===== config.mk =====
export PLATFORM = sky130hd
export DESIGN_NAME = fpc_jobq
export DESIGN_NICKNAME = d
export VERILOG_FILES = /design/src/hdl/fpc_pkg.sv /design/src/hdl/fpc_jobq.sv
export SDC_FILE = /design/constraint.sdc
export NUM_CORES = 1
export LEC_CHECK = 0
export BUFFER_PORTS_ARGS = -buffer_cell sky130_fd_sc_hd__buf_2
export CAP_MARGIN = 0
export CORE_MARGIN = 2
export CORE_UTILIZATION = 50
export DETAILED_ROUTE_END_ITERATION = 8
export GPL_ROUTABILITY_DRIVEN = 0
export PLACE_DENSITY = 0.71
export SLEW_MARGIN = 10
export SYNTH_ARGS = -nofsm -noshare
export SYNTH_HDL_FRONTEND = slang
export SYNTH_SLANG_ARGS = --single-unit
export TNS_END_PERCENT = 50

===== constraint.sdc =====
create_clock -name clk -period 2.2 [get_ports clk]
set_clock_uncertainty 0.2 [all_clocks]
set_input_delay 0.11 -clock clk [delete_from_list [all_inputs] [get_ports clk]]
set_output_delay 0.11 -clock clk [all_outputs]
set_load 0.005 [all_outputs]

===== src/hdl/fpc_pkg.sv =====
// Package: shared types, constants and header tables for the framed prefix calculator.
package fpc_pkg;

	localparam int MAX_EXPR_BYTES_DEF = 4096;
	localparam int STACK_DEPTH_DEF    = 64;
	localparam int JOBQ_DEPTH         = 4;
	localparam int CFG_IDX_W          = 8;
	localparam int DISCARD_BYTES      = 17;
	localparam int LEN_BYTES          = 4;

	localparam logic [7:0] CH_G     = 8'h47;
	localparam logic [7:0] CH_P     = 8'h70;
	localparam logic [7:0] CH_H     = 8'h68;
	localparam logic [7:0] CH_M     = 8'h6d;
	localparam logic [7:0] CH_ADD   = 8'h2b;
	localparam logic [7:0] CH_SUB   = 8'h2d;
	localparam logic [7:0] CH_MUL   = 8'h2a;
	localparam logic [7:0] CH_DIV   = 8'h2f;

	localparam logic [7:0] INIT_LIFE_RST    = 8'd10;
	localparam logic [7:0] REFRESH_LIFE_RST = 8'd5;

	localparam logic [CFG_IDX_W-1:0] REG_INIT_LIFE    = 8'd0;
	localparam logic [CFG_IDX_W-1:0] REG_REFRESH_LIFE = 8'd1;

	localparam logic [1:0] KIND_REPLY = 2'd0;
	localparam logic [1:0] KIND_HB    = 2'd1;
	localparam logic [1:0] KIND_CLOSE = 2'd2;

	typedef enum logic [1:0] {
		JOB_HB    = 2'd0,
		JOB_CLOSE = 2'd1,
		JOB_EVAL  = 2'd2
	} job_kind_t;

	typedef struct packed {
		logic       cmd;
		logic [7:0] data_byte;
	} in_item_t;

	typedef struct packed {
		logic [7:0] out_byte;
		logic       out_last;
		logic [1:0] out_kind;
		logic       out_fault;
	} result_t;

	// Frame header byte for heartbeat (is_hb) or reply, position 0..5
	function automatic logic [7:0] hdr_byte(input logic is_hb, input logic [3:0] idx);
		logic [7:0] b;
		case (idx)
			4'd0:    b = CH_P;
			4'd1:    b = is_hb ? 8'd1 : 8'd4;
			4'd5:    b = is_hb ? CH_H : CH_M;
			default: b = 8'd0;
		endcase
		return b;
	endfunction

	function automatic logic is_op(input logic [7:0] c);
		return (c == CH_ADD) || (c == CH_SUB) || (c == CH_MUL) || (c == CH_DIV);
	endfunction

endpackage


===== src/hdl/fpc_jobq.sv =====
// Job queue between the parser front and the evaluation back.
module fpc_jobq import fpc_pkg::*; #(
	parameter int LEN_W = 13
) (
	input  logic             clk,
	input  logic             arst_n,
	input  logic             push,
	input  job_kind_t        push_kind,
	input  logic [LEN_W-1:0] push_len,
	input  logic             pop,
	output job_kind_t        head_kind,
	output logic [LEN_W-1:0] head_len,
	output logic             full,
	output logic             empty
);
	localparam int PTR_W = $clog2(JOBQ_DEPTH);
	localparam int CNT_W = $clog2(JOBQ_DEPTH + 1);

	job_kind_t        kind_q [JOBQ_DEPTH];
	logic [LEN_W-1:0] len_q  [JOBQ_DEPTH];
	logic [PTR_W-1:0] wr_q, rd_q;
	logic [CNT_W-1:0] cnt_q;

	assign full      = (cnt_q == CNT_W'(JOBQ_DEPTH));
	assign empty     = (cnt_q == '0);
	assign head_kind = kind_q[rd_q];
	assign head_len  = len_q[rd_q];

	// Store job kind and length
	always_ff @(posedge clk) begin
		if (push) begin
			kind_q[wr_q] <= push_kind;
			len_q[wr_q]  <= push_len;
		end
	end

	// Advance pointers and fill count
	always_ff @(posedge clk or negedge arst_n) begin
		if (!arst_n) begin
			wr_q  <= '0;
			rd_q  <= '0;
			cnt_q <= '0;
		end else begin
			if (push) wr_q <= PTR_W'(wr_q + 1'b1);
			if (pop)  rd_q <= PTR_W'(rd_q + 1'b1);
			if (push && !pop)      cnt_q <= CNT_W'(cnt_q + 1'b1);
			else if (pop && !push) cnt_q <= CNT_W'(cnt_q - 1'b1);
		end
	end
endmodule


Word-level counts from Yosys, hierarchy flattened
Memory sizes are Yosys's and may differ from the RTL's.
Cells that the tools add are included.

word-level totals
  register bits after elaboration = 7
  output and inout bits = 17
  memories = 2
  bits in writable memories = 60
  logic and storage cells = 20

memory list
  memory  depth  width  rd ports  clocked after memory_dff  write ports  RTL line        text
  len_q   4      13     1         0                         1            fpc_jobq.sv:20  logic [LEN_W-1:0] len_q [JOBQ_DEPTH];
  kind_q  4      2      1         0                         1            fpc_jobq.sv:19  job_kind_t kind_q [JOBQ_DEPTH];

operators by class
  eq/ne operators = 1
  reductions and logical operators = 6
  add/subtract/negate cells = 4
  multiplexer cells = 4

operators with widths
  kind                 number
  $mux 3               2
  $add 2x1->2 const B  2
  $add 3x1->3 const B  1
  $eq 3x3->1 const B   1
  $logic_not 3->1      1
  $sub 3x1->3 const B  1
  $logic_and 1x1->1    2
  $logic_not 1->1      2
  $mux 1               2
  $reduce_bool 2->1    1

Longest topological paths before layout
  word-level depth = 4
  gate-level depth with buffers = 7

Worst setup path before layout
Ideal clock, no wire load.

  path type = reg2reg
  start = reg wr_q[0]
  end = mem kind_q[0][0] (netlist bit) (enable)
  clock period less this slack = 1.602 ns
  stages on the path, launching flop included = 4
  setup slack = 0.598 ns
  data arrival time = 1.030 ns
  library setup time = 0.372 ns
  cell sequence = dfrtp_1 -> inv_1 -> ha_1 -> and2_1

RTL lines
  element                 RTL line        text
  start, declared         fpc_jobq.sv:21  logic [PTR_W-1:0] wr_q, rd_q;
  start signal, assigned  fpc_jobq.sv:44  if (push) wr_q <= PTR_W'(wr_q + 1'b1);
  end, declared           fpc_jobq.sv:19

Straight into the memory's write port.

Worst setup path in the final report
  start = reg rd_q[0]
  end = out head_len[2]

between the ends
  longest elaborated chain between the ends = 1

RTL lines
  element                 RTL line        text
  start, declared         fpc_jobq.sv:21
  start signal, assigned  fpc_jobq.sv:45  if (pop) rd_q <= PTR_W'(rd_q + 1'b1);
  $mem_v2 4x13            n/a
  end, declared           fpc_jobq.sv:12  output logic [LEN_W-1:0] head_len,

No other way between the ends.

==> results.json <==
{
  "outcome": "completed",
  "peakVddDrop_v": 0.000594,
  "instances_no_fill": 256,
  "crit_path_end_kind": "primary output",
  "synthSimpleGateAreaFrac_pct": 1.88,
  "cp_max_fo": 17,
  "cts_setup_buffers": 0,
  "grt_pass1_vias": 1414,
  "floorplan.die.height_um": 76.1,
  "clkPwrFrac_pct": 27.2,
  "netlist_top_cells_area": "edfxtp_1 69%, mux4_1 7.1%, mux4_2 6.9%",
  "tightest_slew_ns": 0.376,
  "report.final.slew_viol_count": 0,
  "syn_area_um2": 2600,
  "io_pins": 36,
  "syn_inst": 113,
  "nFillCells": 363,
  "power_frac_comb_pct": 26.7,
  "post-place-ws_ns": 0.493,
  "dr.pass1.iters": 4,
  "clockBufferDepth": 2,
  "crit_required_ns": 1.89,
  "fin_util_pct": 64.6,
  "power.density_nw_per_um2": 1200,
  "cts_tree": "done",
  "viasPerCell": 5.04,
  "start_util_pct": 51.2,
  "port_buffers": 35,
  "min_to": "cnt_q[2]$_DFFE_PN0P_",
  "setup_tns_ns": 0,
  "synthMuxAreaShare_pct": 14.5,
  "area_delta_synth_final_pct": 26.2,
  "setup.reg_to_reg.worst_slack_ns": 0.51,
  "hpwl_um": 2800,
  "final_antenna_net_count": 0,
  "yosysSeqAreaShare_pct": 76.1,
  "synth_top_area_share_pct": 69.4,
  "power.switching_w": 0.00105,
  "drive_above_1_share_pct": 35.5,
  "slew_headroom_pct": 74.9,
  "drv_cap": 0,
  "period_share_pct": 90.4,
  "layout.nets": 206,
  "root_buffer": "clkbuf_8",
  "crit_start": "rd_q[0]$_DFFE_PN0P_",
  "max_freq_mhz": 503,
  "wirelength_um": 4250,
  "avgSynthCellArea_um2": 23.0,
  "synth_xor_area_share_pct": 2.02,
  "synth-compound-area-share_pct": 0.193,
  "r2r_start": "wr_q[0]$_DFFE_PN0P_",
  "synth.largest_area_cell": "edfxtp_1",
  "grt_pass1_wl_um": 7000,
  "grt_antenna_before_repair": 0,
  "sw_frac_of_total_pct": 26.6,
  "startpoint_type": "flop",
  "core-area_um2": 5070,
  "reg2reg_to": "len_q[3][1]$_DFFE_PP_",
  "period_needed_ns": 1.99,
  "fp.dieW_um": 76.1,
  "yosys_warnings": 0,
  "p_int_w": 0.00289,
  "grt-ovfl-total": 0,
  "min_from": "cnt_q[2]$_DFFE_PN0P_",
  "setup_ws_ns": 0.211,
  "h-tree-depth": 3,
  "clk_pin_slew_ns": 0.07,
  "p_leak_nw": 1.23,
  "drt_iter0_drc": 70,
  "drc_errors": 0,
  "synth_top_family_by_area": "multiplexers",
  "clock_latency_ns": 0.32,
  "cts_sinks": 67,
  "vias": 1290,
  "place_inst": 221,
  "ys_types": 19,
  "holdPathStages": 1,
  "ff2ff_path_depth": 3,
  "rows": 26,
  "grt_max_degree": 18,
  "path_class": "reg2out",
  "diodes": 0,
  "syn-num-nets": 138,
  "ys_ff_latch": 67,
  "pwr-share-seq_pct": 46.1,
  "synthAdderAreaFrac_pct": 3.18,
  "hold_violations": 0,
  "dieArea_um2": 5790,
  "setup_viol": 0,
  "hold_path.class": "reg2reg",
  "grt.total_usage_pct": 16.4,
  "cts_made_buffers": 9,
  "avgRoutedWirePerCell_um": 16.6,
  "rsz0062_at_grt": "no",
  "arrival_ns": 1.68
}
[routing by layer]
layer | vias to the layer above | share of wire (%) | track usage, %
met2 | 33 | 53 | 27.1
met5 | - | 0 | 0
met4 | 0 | 2.1 | 10.5
met1 | 655 | 41 | 19.5
met3 | 7 | 4.1 | 4.03
li1 | 595 | - | -
[synth_stat cells]
master	number
nor3b_1	1
dfrtp_1	7
buf_12	1
nor3_1	1
buf_2	2
o21ai_0	1
nor2_1	1
xor2_1	4
inv_1	4
and2_1	4
mux4_2	8
fa_1	1
mux4_1	7
mux2_2	1
ha_1	5
edfxtp_1	60
buf_6	1
xnor2_1	2
nand2_1	2
[power by group through the flow]
| stage | clock network [W] | registers, W | logic (W) |
|---|---|---|---|
| after floorplan | 0 | 0.00178 | 0.000734 |
| after global placement | 0 | 0.00182 | 0.00101 |
| after detailed placement | 0 | 0.00184 | 0.00105 |
| after CTS | 0.00109 | 0.00182 | 0.00108 |
| after global routing | 0.00115 | 0.00184 | 0.00116 |
| final | 0.00107 | 0.00181 | 0.00105 |
[critical path: stages, from the launching register on]
cell and delay, ns:
dfrtp_1 0.32, buf_4 0.29, mux4_1 0.59, buf_2 0.14
[worst max-delay path by stage]
stage,cells after the start,slack (ns),to
6_report,3,0.21,head_len[2]
5_1_grt,3,0.11,head_len[2]
4_1_cts,3,0.17,head_len[1]
3_5_place_dp,3,0.49,kind_q[3][1]$_DFFE_PP_
3_3_place_gp,3,0.54,len_q[3][1]$_DFFE_PP_
2_1_floorplan,3,0.60,kind_q[0][0]$_DFFE_PP_
[through the flow]
step / cell area (um2) / power (W) / hold WS, ns
6_report: 3280 / 0.00394 / 0.312
5_1_grt: 3280 / 0.00415 / 0.330
4_1_cts: 3280 / 0.00399 / 0.298
3_5_place_dp: 2870 / 0.00290 / -0.250
3_3_place_gp: 2870 / 0.00283 / -0.253
2_1_floorplan: 2600 / 0.00252 / -0.386
[flip-flops by register name, indices dropped and copies added, names as in the netlist]
signal / cells
len_q: 52
rd_q: 2
wr_q: 2
cnt_q: 3
kind_q: 8
[area by class of cell]
cell class	instances	area, um2	area share, %
Sequential cell	67	1980	60.3
Multi-Input combinational cell	38	564	17.2
Timing Repair Buffer	61	418	12.7
Clock buffer	9	124	3.78
Clock inverter	7	92.6	2.82
Tap cell	70	87.6	2.67
Inverter	4	15.0	0.458
[cell families (layout without fill, tap and decap cells)]
family / count (synthesis) / count (layout)
simple gates: 9 / 9
buf+inv: 8 / 81
compound gates: 1 / 1
flops: 67 / 67
fa+ha+maj: 6 / 6
mux: 16 / 16
xor+xnor: 6 / 6
[what timing repair did]
item	CTS	global route
setup endpoints to repair	0	0
resized for setup	0	0
hold endpoints to repair	71	0
hold buffers	19	0
[cell usage in the layout, fill, tap and decap left out]
cell,n
nor2_1,1
inv_1,4
clkinv_4,1
xnor2_1,2
buf_4,7
nor3b_1,1
mux4_2,8
clkinv_2,1
dlygate4sd3_1,19
clkinvlp_4,2
fa_1,1
and2_1,4
clkinv_1,1
clkbuf_8,9
buf_2,35
ha_1,5
nor3_1,1
edfxtp_1,60
dfrtp_1,7
mux4_1,7
mux2_2,1
xor2_1,4
o21ai_0,1
bufinv_16,2
nand2_1,2
No activity file was read; power rests on OpenSTA's default activity.
