### src/hdl/fpc_pkg.sv
// Package: shared types, constants and header tables for the framed prefix calculator.
package fpc_pkg;

	localparam int MAX_EXPR_BYTES_DEF = 4096;
	localparam int STACK_DEPTH_DEF    = 64;
	localparam int JOBQ_DEPTH         = 4;
	localparam int CFG_IDX_W          = 8;
	localparam int DISCARD_BYTES      = 17;
	localparam int LEN_BYTES          = 4;

	localparam logic [7:0] CH_G     = 8'h47;
	localparam logic [7:0] CH_P     = 8'h70;
	localparam logic [7:0] CH_H     = 8'h68;
	localparam logic [7:0] CH_M     = 8'h6d;
	localparam logic [7:0] CH_ADD   = 8'h2b;
	localparam logic [7:0] CH_SUB   = 8'h2d;
	localparam logic [7:0] CH_MUL   = 8'h2a;
	localparam logic [7:0] CH_DIV   = 8'h2f;

	localparam logic [7:0] INIT_LIFE_RST    = 8'd10;
	localparam logic [7:0] REFRESH_LIFE_RST = 8'd5;

	localparam logic [CFG_IDX_W-1:0] REG_INIT_LIFE    = 8'd0;
	localparam logic [CFG_IDX_W-1:0] REG_REFRESH_LIFE = 8'd1;

	localparam logic [1:0] KIND_REPLY = 2'd0;
	localparam logic [1:0] KIND_HB    = 2'd1;
	localparam logic [1:0] KIND_CLOSE = 2'd2;

	typedef enum logic [1:0] {
		JOB_HB    = 2'd0,
		JOB_CLOSE = 2'd1,
		JOB_EVAL  = 2'd2
	} job_kind_t;

	typedef struct packed {
		logic       cmd;
		logic [7:0] data_byte;
	} in_item_t;

	typedef struct packed {
		logic [7:0] out_byte;
		logic       out_last;
		logic [1:0] out_kind;
		logic       out_fault;
	} result_t;

	// Frame header byte for heartbeat (is_hb) or reply, position 0..5
	function automatic logic [7:0] hdr_byte(input logic is_hb, input logic [3:0] idx);
		logic [7:0] b;
		case (idx)
			4'd0:    b = CH_P;
			4'd1:    b = is_hb ? 8'd1 : 8'd4;
			4'd5:    b = is_hb ? CH_H : CH_M;
			default: b = 8'd0;
		endcase
		return b;
	endfunction

	function automatic logic is_op(input logic [7:0] c);
		return (c == CH_ADD) || (c == CH_SUB) || (c == CH_MUL) || (c == CH_DIV);
	endfunction

endpackage

### src/hdl/fpc_front.sv
// Front end: frame parser, lifetime keeping, configuration and job issue.
module fpc_front import fpc_pkg::*; #(
	parameter int MAX_EXPR_BYTES = MAX_EXPR_BYTES_DEF,
	parameter int LEN_W = $clog2(MAX_EXPR_BYTES + 1),
	parameter int BA_W  = $clog2(MAX_EXPR_BYTES)
) (
	input  logic                 clk,
	input  logic                 arst_n,
	input  logic                 start,
	input  in_item_t             item,
	output logic                 busy,
	input  logic                 cfg_valid,
	input  logic [CFG_IDX_W-1:0] cfg_index,
	input  logic [7:0]           cfg_data,
	input  logic                 q_full,
	output logic                 q_push,
	output job_kind_t            q_kind,
	output logic [LEN_W-1:0]     q_len,
	input  logic                 eval_done,
	output logic                 wr_en,
	output logic [BA_W-1:0]      wr_addr,
	output logic [7:0]           wr_data
);
	typedef enum logic [4:0] {
		PH_HEADER  = 5'b00001,
		PH_DISCARD = 5'b00010,
		PH_LENGTH  = 5'b00100,
		PH_TYPE    = 5'b01000,
		PH_CONTENT = 5'b10000
	} phase_t;

	phase_t           phase_q;
	logic [7:0]       life_q, refresh_q;
	logic             stopped_q, closed_q, pend_q;
	logic [31:0]      len_q;
	logic [LEN_W-1:0] cnt_q;
	logic             acc;
	logic [31:0]      len_nx;
	logic [LEN_W-1:0] cnt_inc;
	logic [7:0]       b;

	assign busy    = q_full || pend_q;
	assign acc     = start && !busy;
	assign b       = item.data_byte;
	assign len_nx  = {b, len_q[31:8]};
	assign cnt_inc = LEN_W'(cnt_q + 1'b1);

	// Expression bytes go straight to the buffer in the back end
	assign wr_en   = acc && !item.cmd && !closed_q && (phase_q == PH_CONTENT);
	assign wr_addr = cnt_q[BA_W-1:0];
	assign wr_data = b;

	// Decide job issue for this beat
	always_comb begin
		q_push = 1'b0;
		q_kind = JOB_HB;
		q_len  = len_q[LEN_W-1:0];
		if (acc) begin
			if (item.cmd) begin
				q_push = !stopped_q && (life_q != 8'd0);
			end else if (!closed_q) begin
				case (phase_q)
					PH_HEADER: begin
						if (b != CH_G && b != CH_P) begin
							q_push = 1'b1;
							q_kind = JOB_CLOSE;
						end
					end
					PH_LENGTH: begin
						if (cnt_inc >= LEN_W'(LEN_BYTES) &&
							len_nx > 32'(MAX_EXPR_BYTES)) begin
							q_push = 1'b1;
							q_kind = JOB_CLOSE;
						end
					end
					PH_TYPE: begin
						if (b == CH_M) begin
							q_push = (len_q == 32'd0);
							q_kind = JOB_EVAL;
						end else if (b != CH_H) begin
							q_push = 1'b1;
							q_kind = JOB_CLOSE;
						end
					end
					PH_CONTENT: begin
						if (32'(cnt_inc) >= len_q) begin
							q_push = 1'b1;
							q_kind = JOB_EVAL;
						end
					end
					default: q_push = 1'b0;
				endcase
			end
		end
	end

	// Parser and lifetime state
	always_ff @(posedge clk or negedge arst_n) begin
		if (!arst_n) begin
			phase_q   <= PH_HEADER;
			life_q    <= INIT_LIFE_RST;
			refresh_q <= REFRESH_LIFE_RST;
			stopped_q <= 1'b0;
			closed_q  <= 1'b0;
			pend_q    <= 1'b0;
			len_q     <= '0;
			cnt_q     <= '0;
		end else begin
			if (eval_done) pend_q <= 1'b0;
			if (q_push && q_kind == JOB_EVAL) pend_q <= 1'b1;
			if (q_push && q_kind == JOB_CLOSE) begin
				closed_q <= 1'b1;
				phase_q  <= PH_HEADER;
			end
			if (cfg_valid) begin
				if (cfg_index == REG_INIT_LIFE) life_q <= cfg_data;
				else if (cfg_index == REG_REFRESH_LIFE) refresh_q <= cfg_data;
			end
			if (acc && item.cmd) begin
				if (!stopped_q) begin
					if (life_q == 8'd0 || life_q == 8'd1) stopped_q <= 1'b1;
					if (life_q != 8'd0) life_q <= life_q - 8'd1;
				end
			end else if (acc && !closed_q) begin
				case (phase_q)
					PH_HEADER: begin
						cnt_q <= '0;
						if (b == CH_G) begin
							phase_q <= PH_DISCARD;
						end else if (b == CH_P) begin
							len_q   <= '0;
							phase_q <= PH_LENGTH;
						end
					end
					PH_DISCARD: begin
						cnt_q <= cnt_inc;
						if (cnt_inc >= LEN_W'(DISCARD_BYTES)) phase_q <= PH_HEADER;
					end
					PH_LENGTH: begin
						len_q <= len_nx;
						cnt_q <= cnt_inc;
						if (cnt_inc >= LEN_W'(LEN_BYTES) &&
							len_nx <= 32'(MAX_EXPR_BYTES)) phase_q <= PH_TYPE;
					end
					PH_TYPE: begin
						cnt_q <= '0;
						if (b == CH_H) begin
							life_q  <= refresh_q;
							phase_q <= PH_HEADER;
						end else if (b == CH_M) begin
							phase_q <= (len_q == 32'd0) ? PH_HEADER : PH_CONTENT;
						end
					end
					PH_CONTENT: begin
						cnt_q <= cnt_inc;
						if (32'(cnt_inc) >= len_q) phase_q <= PH_HEADER;
					end
					default: phase_q <= PH_HEADER;
				endcase
			end
		end
	end
endmodule

### config.mk
export PLATFORM = sky130hd
export DESIGN_NAME = fpc_front
export DESIGN_NICKNAME = d
export VERILOG_FILES = /design/src/hdl/fpc_pkg.sv /design/src/hdl/fpc_front.sv
export SDC_FILE = /design/constraint.sdc
export NUM_CORES = 1
export LEC_CHECK = 0
export BUFFER_PORTS_ARGS = -buffer_cell sky130_fd_sc_hd__buf_4
export CORE_MARGIN = 2
export CORE_UTILIZATION = 50
export DETAILED_ROUTE_END_ITERATION = 10
export HOLD_SLACK_MARGIN = 0.02
export PLACE_DENSITY = 0.71
export SYNTH_ARGS = -nofsm -noshare
export SYNTH_HDL_FRONTEND = slang
export SYNTH_SLANG_ARGS = --single-unit
### constraint.sdc
create_clock -name clk -period 4.3 [get_ports clk]
set_input_delay 0.86 -clock clk [delete_from_list [all_inputs] [get_ports clk]]
set_output_delay 0.86 -clock clk [all_outputs]
set_load 0.005 [all_outputs]
## Word-level counts from Yosys, hierarchy flattened

Index checks and enable logic that the tools add are counted.

| storage, ports and cells | value |
|---|---|
| memory bits (read-only) | 0 |
| logic and storage cells | 111 |
| output and inout port bits | 38 |
| latch bits | 0 |
| memory bits (writable) | 0 |
| memories | 0 |
| register bits after elaboration | 69 |

| cells by class | value |
|---|---|
| mux-type cells | 46 |
| div/mod/pow operators | 0 |
| bitwise operators | 2 |
| reduce and logical (&&, ||, !) cells | 30 |
| shift-type cells | 0 |
| equal/unequal tests | 18 |
| $lt $le $gt $ge | 5 |
| $mul | 0 |
| add/subtract/negate cells | 2 |

Operators by type and width:

| cell | number |
|---|---|
| 2-to-1 mux 32 bit | 2 |
| 2-to-1 mux 8 bit | 8 |
| case mux 32 bit (2 select lines) | 1 |
| 2-to-1 mux 5 bit | 11 |
| == test 8 x 7 -> 1 bit, second input constant | 4 |
| greater-or-equal comparator 13 x 32 -> 1 bit | 1 |
| > comparator 32 x 13 -> 1 bit, second input constant | 1 |
| less-or-equal comparator 32 x 13 -> 1 bit, second input constant | 1 |
| logical NOT 32 bit | 1 |
| case mux 13 bit (2 select lines) | 1 |
| case mux 5 bit (5 select lines) | 1 |
| inequality test 8 x 7 -> 1 bit, second input constant | 3 |
| == test 8 x 1 -> 1 bit, second input constant | 2 |
| logical NOT 8 bit | 2 |
| 2-to-1 mux 1 bit | 15 |
| adder 13 x 1 -> 13 bit, second input constant | 1 |
| greater-or-equal comparator 13 x 3 -> 1 bit, second input constant | 1 |
| greater-or-equal comparator 13 x 5 -> 1 bit, second input constant | 1 |
| logical AND 1 bit | 12 |
| 2-to-1 mux 2 bit | 5 |
| case mux 2 bit (4 select lines) | 1 |
| nonzero test 8 bit | 1 |
| subtractor 8 x 1 -> 8 bit, second input constant | 1 |
| AND reduction 3 bit | 2 |
| 16 further kinds | 24 |

## Longest topological paths before layout

| logic depth | value |
|---|---|
| word-level depth | 16 |
| mapped depth | 13 |

## Worst setup path before layout

No wires, ideal clock.

| path | value |
|---|---|
| path type | reg2out |
| from | register cnt_q[0] |
| to | output port q_push |
| buffers on the path | 0 |
| setup slack | 0.424 ns |
| cell stages (with the launch flop) | 14 |
| arrival time | 3.016 ns |
| cell sequence | dfrtp_1 -> ha_1 -> nand3_2 -> or2_2 -> nor2_1 -> xor2_1 -> ha_1 -> a2111oi_0 -> o21ai_0 -> a221oi_1 -> a2111oi_4 -> a21oi_2 -> and4b_4 -> a21oi_1 |

| on the way | value |
|---|---|
| cells in the longest elaborated chain, start to end | 8 |
| elaborated cells on any way between the ends | 10 |
| those cells by class | 1 x add/sub; 2 x order compare; 6 x mux; 1 x reduce/logical |

RTL lines:

| element | RTL line | source |
|---|---|---|
| start, declared | fpc_front.sv:36 | `logic [LEN_W-1:0] cnt_q;` |
| start signal, assigned | fpc_front.sv:136 | `cnt_q <= cnt_inc;` |
| start signal, assigned | fpc_front.sv:141 | `cnt_q <= cnt_inc;` |
| start signal, assigned | fpc_front.sv:155 | `cnt_q <= cnt_inc;` |
| adder 13 x 1 -> 13 bit * | fpc_front.sv:46 | `assign cnt_inc = LEN_W'(cnt_q + 1'b1);` |
| parallel branches: the longest is 3 deep, another holds greater-or-equal comparator 13 x 32 -> 1 bit | n/a |  |
| case mux 1 bit (4 select lines) * | fpc_front.sv:62 | `case (phase_q)` |
| 2-to-1 mux 1 bit * | fpc_front.sv:61 | `end else if (!closed_q) begin` |
| 2-to-1 mux 1 bit * | fpc_front.sv:59 | `if (item.cmd) begin` |
| 2-to-1 mux 1 bit * | fpc_front.sv:58 | `if (acc) begin` |
| end, declared | fpc_front.sv:16 | `output logic q_push,` |

Mark *: on every way between the ends.

## Worst setup path in the final report

| path | value |
|---|---|
| from | register cnt_q[3] |
| to | output port q_push |

The elaborated chain is that of the path after synthesis.

==> Flow_metrics.wiki <==
{| class="wikitable"
! Metric !! Value
|-
| Final non-filler cell area || 0.00526 mm^2
|-
| CP max-delay cell || dfrtp_1
|-
| Worst path buffer plus inverter count || 2
|-
| Maximum number of pins on one net before global-route repair || 70
|-
| Clk root buf || clkbuf_8
|-
| Post-route minimum period || 4.13 ns
|-
| Mapped Nets || 532
|-
| Number of placement rows || 35
|-
| Clock Path Buffers || 2
|-
| Routed Wire Length || 11600 um
|-
| Skew final || 0.0128 ns
|-
| Die Area || 0.0100 mm^2
|-
| Number of global-route vias before repair || 3615
|-
| Transition at the pin with the smallest max-transition slack || 1.14 ns
|-
| Final RePlAce weighted congestion || 0.923
|-
| Final worst setup slack || 0.174 ns
|-
| Highest clock rate || 0.242 GHz
|-
| Post-synth EDFFs || 0
|-
| Launching instance or port of the critical path || cnt_q[3]$_DFFE_PN0P_
|-
| Worst hold path depth || 1
|-
| Data required time at the worst endpoint || 3.44 ns
|-
| DR vias || 3884
|-
| Met3 usage in global routing || 3.34%
|-
| Yosys synthesis warning count || 0
|-
| Height of the die || 100 um
|-
| Number of buffers added by the clock tree synthesis step || 9
|-
| H-tree depth reported by CTS || 3
|-
| TritonCTS sink count || 69
|-
| Count of unresolved DRC violations after routing || 0
|-
| Final setup violation count || 0
|-
| Final Hold Fails || 0
|-
| Number of detailed-routing iterations run before antenna repair || 4
|-
| Horiz. Die Dim || 100 um
|-
| Chain of cells forming the critical path || buf_4, and4_1, nand2_1, xnor2_1, ha_1, a21oi_1, o21ai_1, a221oi_2, a2111oi_4, a21oi_2, and4b_4, a21oi_1, buf_4
|-
| Number of antenna-violating nets in the routed design || 0
|-
| Area share of the largest cell type after synthesis || 34.7%
|-
| Cell count of the worst reg-to-reg path || 12
|-
| Launching element type of the critical path || flip-flop
|-
| Reg-to-Reg Start || cnt_q[3]$_DFFE_PN0P_
|-
| Post-route setup TNS || 0 ns
|-
| Source-to-sink clock delay at the later pin of the worst-skew pair || 0.36 ns
|-
| Worst Path Class, Setup || reg -> out
|-
| GRT overflow || 0
|-
| Critical path's largest stage delay || 0.39 ns
|-
| Layout net count || 575
|-
| Post-DP HPWL || 8350 um
|-
| Leak pwr || 2.36 nW
|-
| PwrDens || 393 mW/mm^2
|-
| Layout cell share with drive strength beyond 1 || 27.8%
|-
| Flop and latch count out of synthesis || 69
|-
| Number of stages on the worst setup path || 13
|-
| Source of the worst hold timing path || closed_q$_DFFE_PN0P_
|-
| Hold_ws || 0.475 ns
|-
| Number of input and output port buffers inserted || 68
|-
| Internal || 1.30 mW
|-
| Global-route wire length before repair || 18600 um
|-
| Max Fanout on Critical Path || 10
|-
| Synth Instances || 485
|-
| Top cell family by delay on the critical path || compound AO/OA/AOI/OAI gates
|-
| Clock network fraction of design power || 22.3%
|-
| Status || finished, final reports clean
|-
| Cell variety after synth || 79
|-
| Post-place instance area || 0.00496 mm^2
|-
| Most utilized layer in the global route result || met2
|-
| Tightest Hold Check Type || reg -> reg
|-
| Post-CTS Hold Buffers || 0
|-
| Met1 usage in global routing || 33.3%
|-
| Antenna diodes || 0
|-
| Average size of a mapped cell || 9.51 um^2
|-
| Io pins || 69
|-
| Power, Total || 2.07 mW
|-
| Switching component of the power || 0.770 mW
|-
| Proportion of power drawn by flip-flops and latches || 40.9%
|-
| Routed wire length per instance || 17.9 um
|-
| Switching share of power || 37.2%
|-
| Share of flip-flops with an asynchronous set or reset after synthesis || 100%
|-
| Share of the clock period used by the worst path || 96.0%
|-
| Maximum vdd drop || 0.000208 V
|-
| GR Util met2 || 37.4%
|-
| Synth-to-layout area growth || 14.1%
|-
| Power share of the combinational group || 36.8%
|-
| Core outline area || 0.00911 mm^2
|-
| CTS tree || done
|-
| Setup crit end kind || output pin
|-
| DRC marker count from the first detailed-route iteration || 229
|-
| Initial cell density of the core || 50.6%
|-
| Relative max-transition margin || 23.9%
|-
| Number of antenna violations at the first check in global routing || 0
|-
| Synth area leader || dfrtp_1
|-
| CP Data Arrival Time || 3.27 ns
|-
| Number of max-slew violations in the final report || 0
|-
| Largest cells by area after synthesis || dfrtp_1 (35%), a22o_1 (6.1%), buf_4 (5.4%)
|-
| Synth Flop Type || dfrtp_1
|-
| Sequential fraction of the synthesis area || 37.6%
|-
| Pre-CTS setup slack || 0.122 ns
|-
| Via density || 6.03
|-
| Number of violations of the max-capacitance limit || 0
|-
| Clock-pin slew on the worst setup and hold paths || 0.07 ns
|-
| GRT Resource Usage Total || 23.4%
|-
| Post-Synthesis Cell Area || 0.00461 mm^2
|}
[repair_timing]
action / 4_1_cts / 5_1_grt
setup endpoints to repair: 2 / 1
setup buffers: 0 / 8
pin swaps: 0 / 6
resized for setup: 7 / 14
[routing by layer]
layer / vias to the layer above / share of wire, %
li1: 1861 / -
met1: 1924 / 47
met2: 85 / 48
met3: 14 / 3.8
met4: 0 / 1.3
met5: - / 0
[worst reg2reg max path: cells and delay by family, from the launching register on]
family,cells,cell delay [ns]
adders and majority gates,1,0.33
xor gates and xnor gates,1,0.34
and+or+nand+nor,3,0.61
buffers and inverters,1,0.19
DFF,1,0.39
AOI/OAI and AO/OA,6,0.96
[kinds of logic (layout without fill, tap and decap cells)]
kind of cell	Yosys count	in the layout	synth area share (%)
AOI/OAI and AO/OA	126	126	21.1
and+or+nand+nor	158	158	19.1
DFF	69	69	37.6
adders and majority gates	16	16	4.34
buffers and inverters	80	128	10.3
xor gates and xnor gates	18	18	3.42
muxes	18	18	4.18
[Yosys cell counts, drive strengths merged, types with 2 or more instances]
cell type,instances
a221oi,2
o2111ai,3
xnor2,8
mux2i,8
nor4,12
o21ai,26
nand2,31
nor3,15
a21o,3
xor2,10
dfstp,5
nand3,12
mux2,10
nand2b,11
or2,3
a311oi,2
nor3b,2
nor4b,3
nand3b,2
or3,4
o221ai,6
dfrtp,64
o31ai,5
a31oi,4
a2111oi,4
and3,5
o211ai,3
and2,3
o22ai,2
buf,36
inv,25
ha,16
nand4,5
a21oi,11
a21boi,2
o41ai,2
o32ai,3
nor2,34
a211oi,4
nor2b,2
or4,8
clkbuf,19
and4,3
a22o,32
[flip-flops by register name, summed over array words and instances, names as in the netlist]
signal     flops
closed_q       1
cnt_q         13
len_q         32
life_q         8
pend_q         1
phase_q        5
refresh_q      8
stopped_q      1
[layout by cell type (no fill, tap or decap), types with 14 or more instances in the layout]
cell and instances:
a22o_1 32, buf_4 87, dfrtp_1 61, ha_1 14, inv_1 25, nand2_1 31, nor2_1 31, o21ai_0 22
[stage by stage]
stage,util (%),std cells
6_report,57.8,644
5_1_grt,57.8,644
3_5_place_dp,54.5,620
2_1_floorplan,-,485
3_3_place_gp,54.5,620
4_1_cts,56.4,636
[layout make-up]
class,count,area [um^2]
fillers,833,3850
multi-input cells,336,2480
flip-flops and latches,69,1740
repair buffers,87,653
well taps,111,139
clock buffers,12,135
inverters,25,93.8
clock inverters,4,26.3
[final timing paths]
kind	slack [ns]	endpoint
min in group asynchronous	0.62	cnt_q[7]$_DFFE_PN0P_
max in group asynchronous	3.08	cnt_q[0]$_DFFE_PN0P_
worst max-delay path	0.17	q_push
worst max register to register	1.39	pend_q$_DFFE_PN0P_
worst min register to register	0.48	closed_q$_DFFE_PN0P_
worst min-delay path	0.48	closed_q$_DFFE_PN0P_
[power groups by stage]
stage	sequential, mW	clock (mW)	combinational, mW
after floorplan	0.822	0	0.564
after global placement	0.852	0	0.709
after detailed placement	0.857	0	0.723
after CTS	0.846	0.466	0.742
after global routing	0.860	0.499	0.847
final	0.847	0.461	0.761
Power figures use the tool's default switching activity.
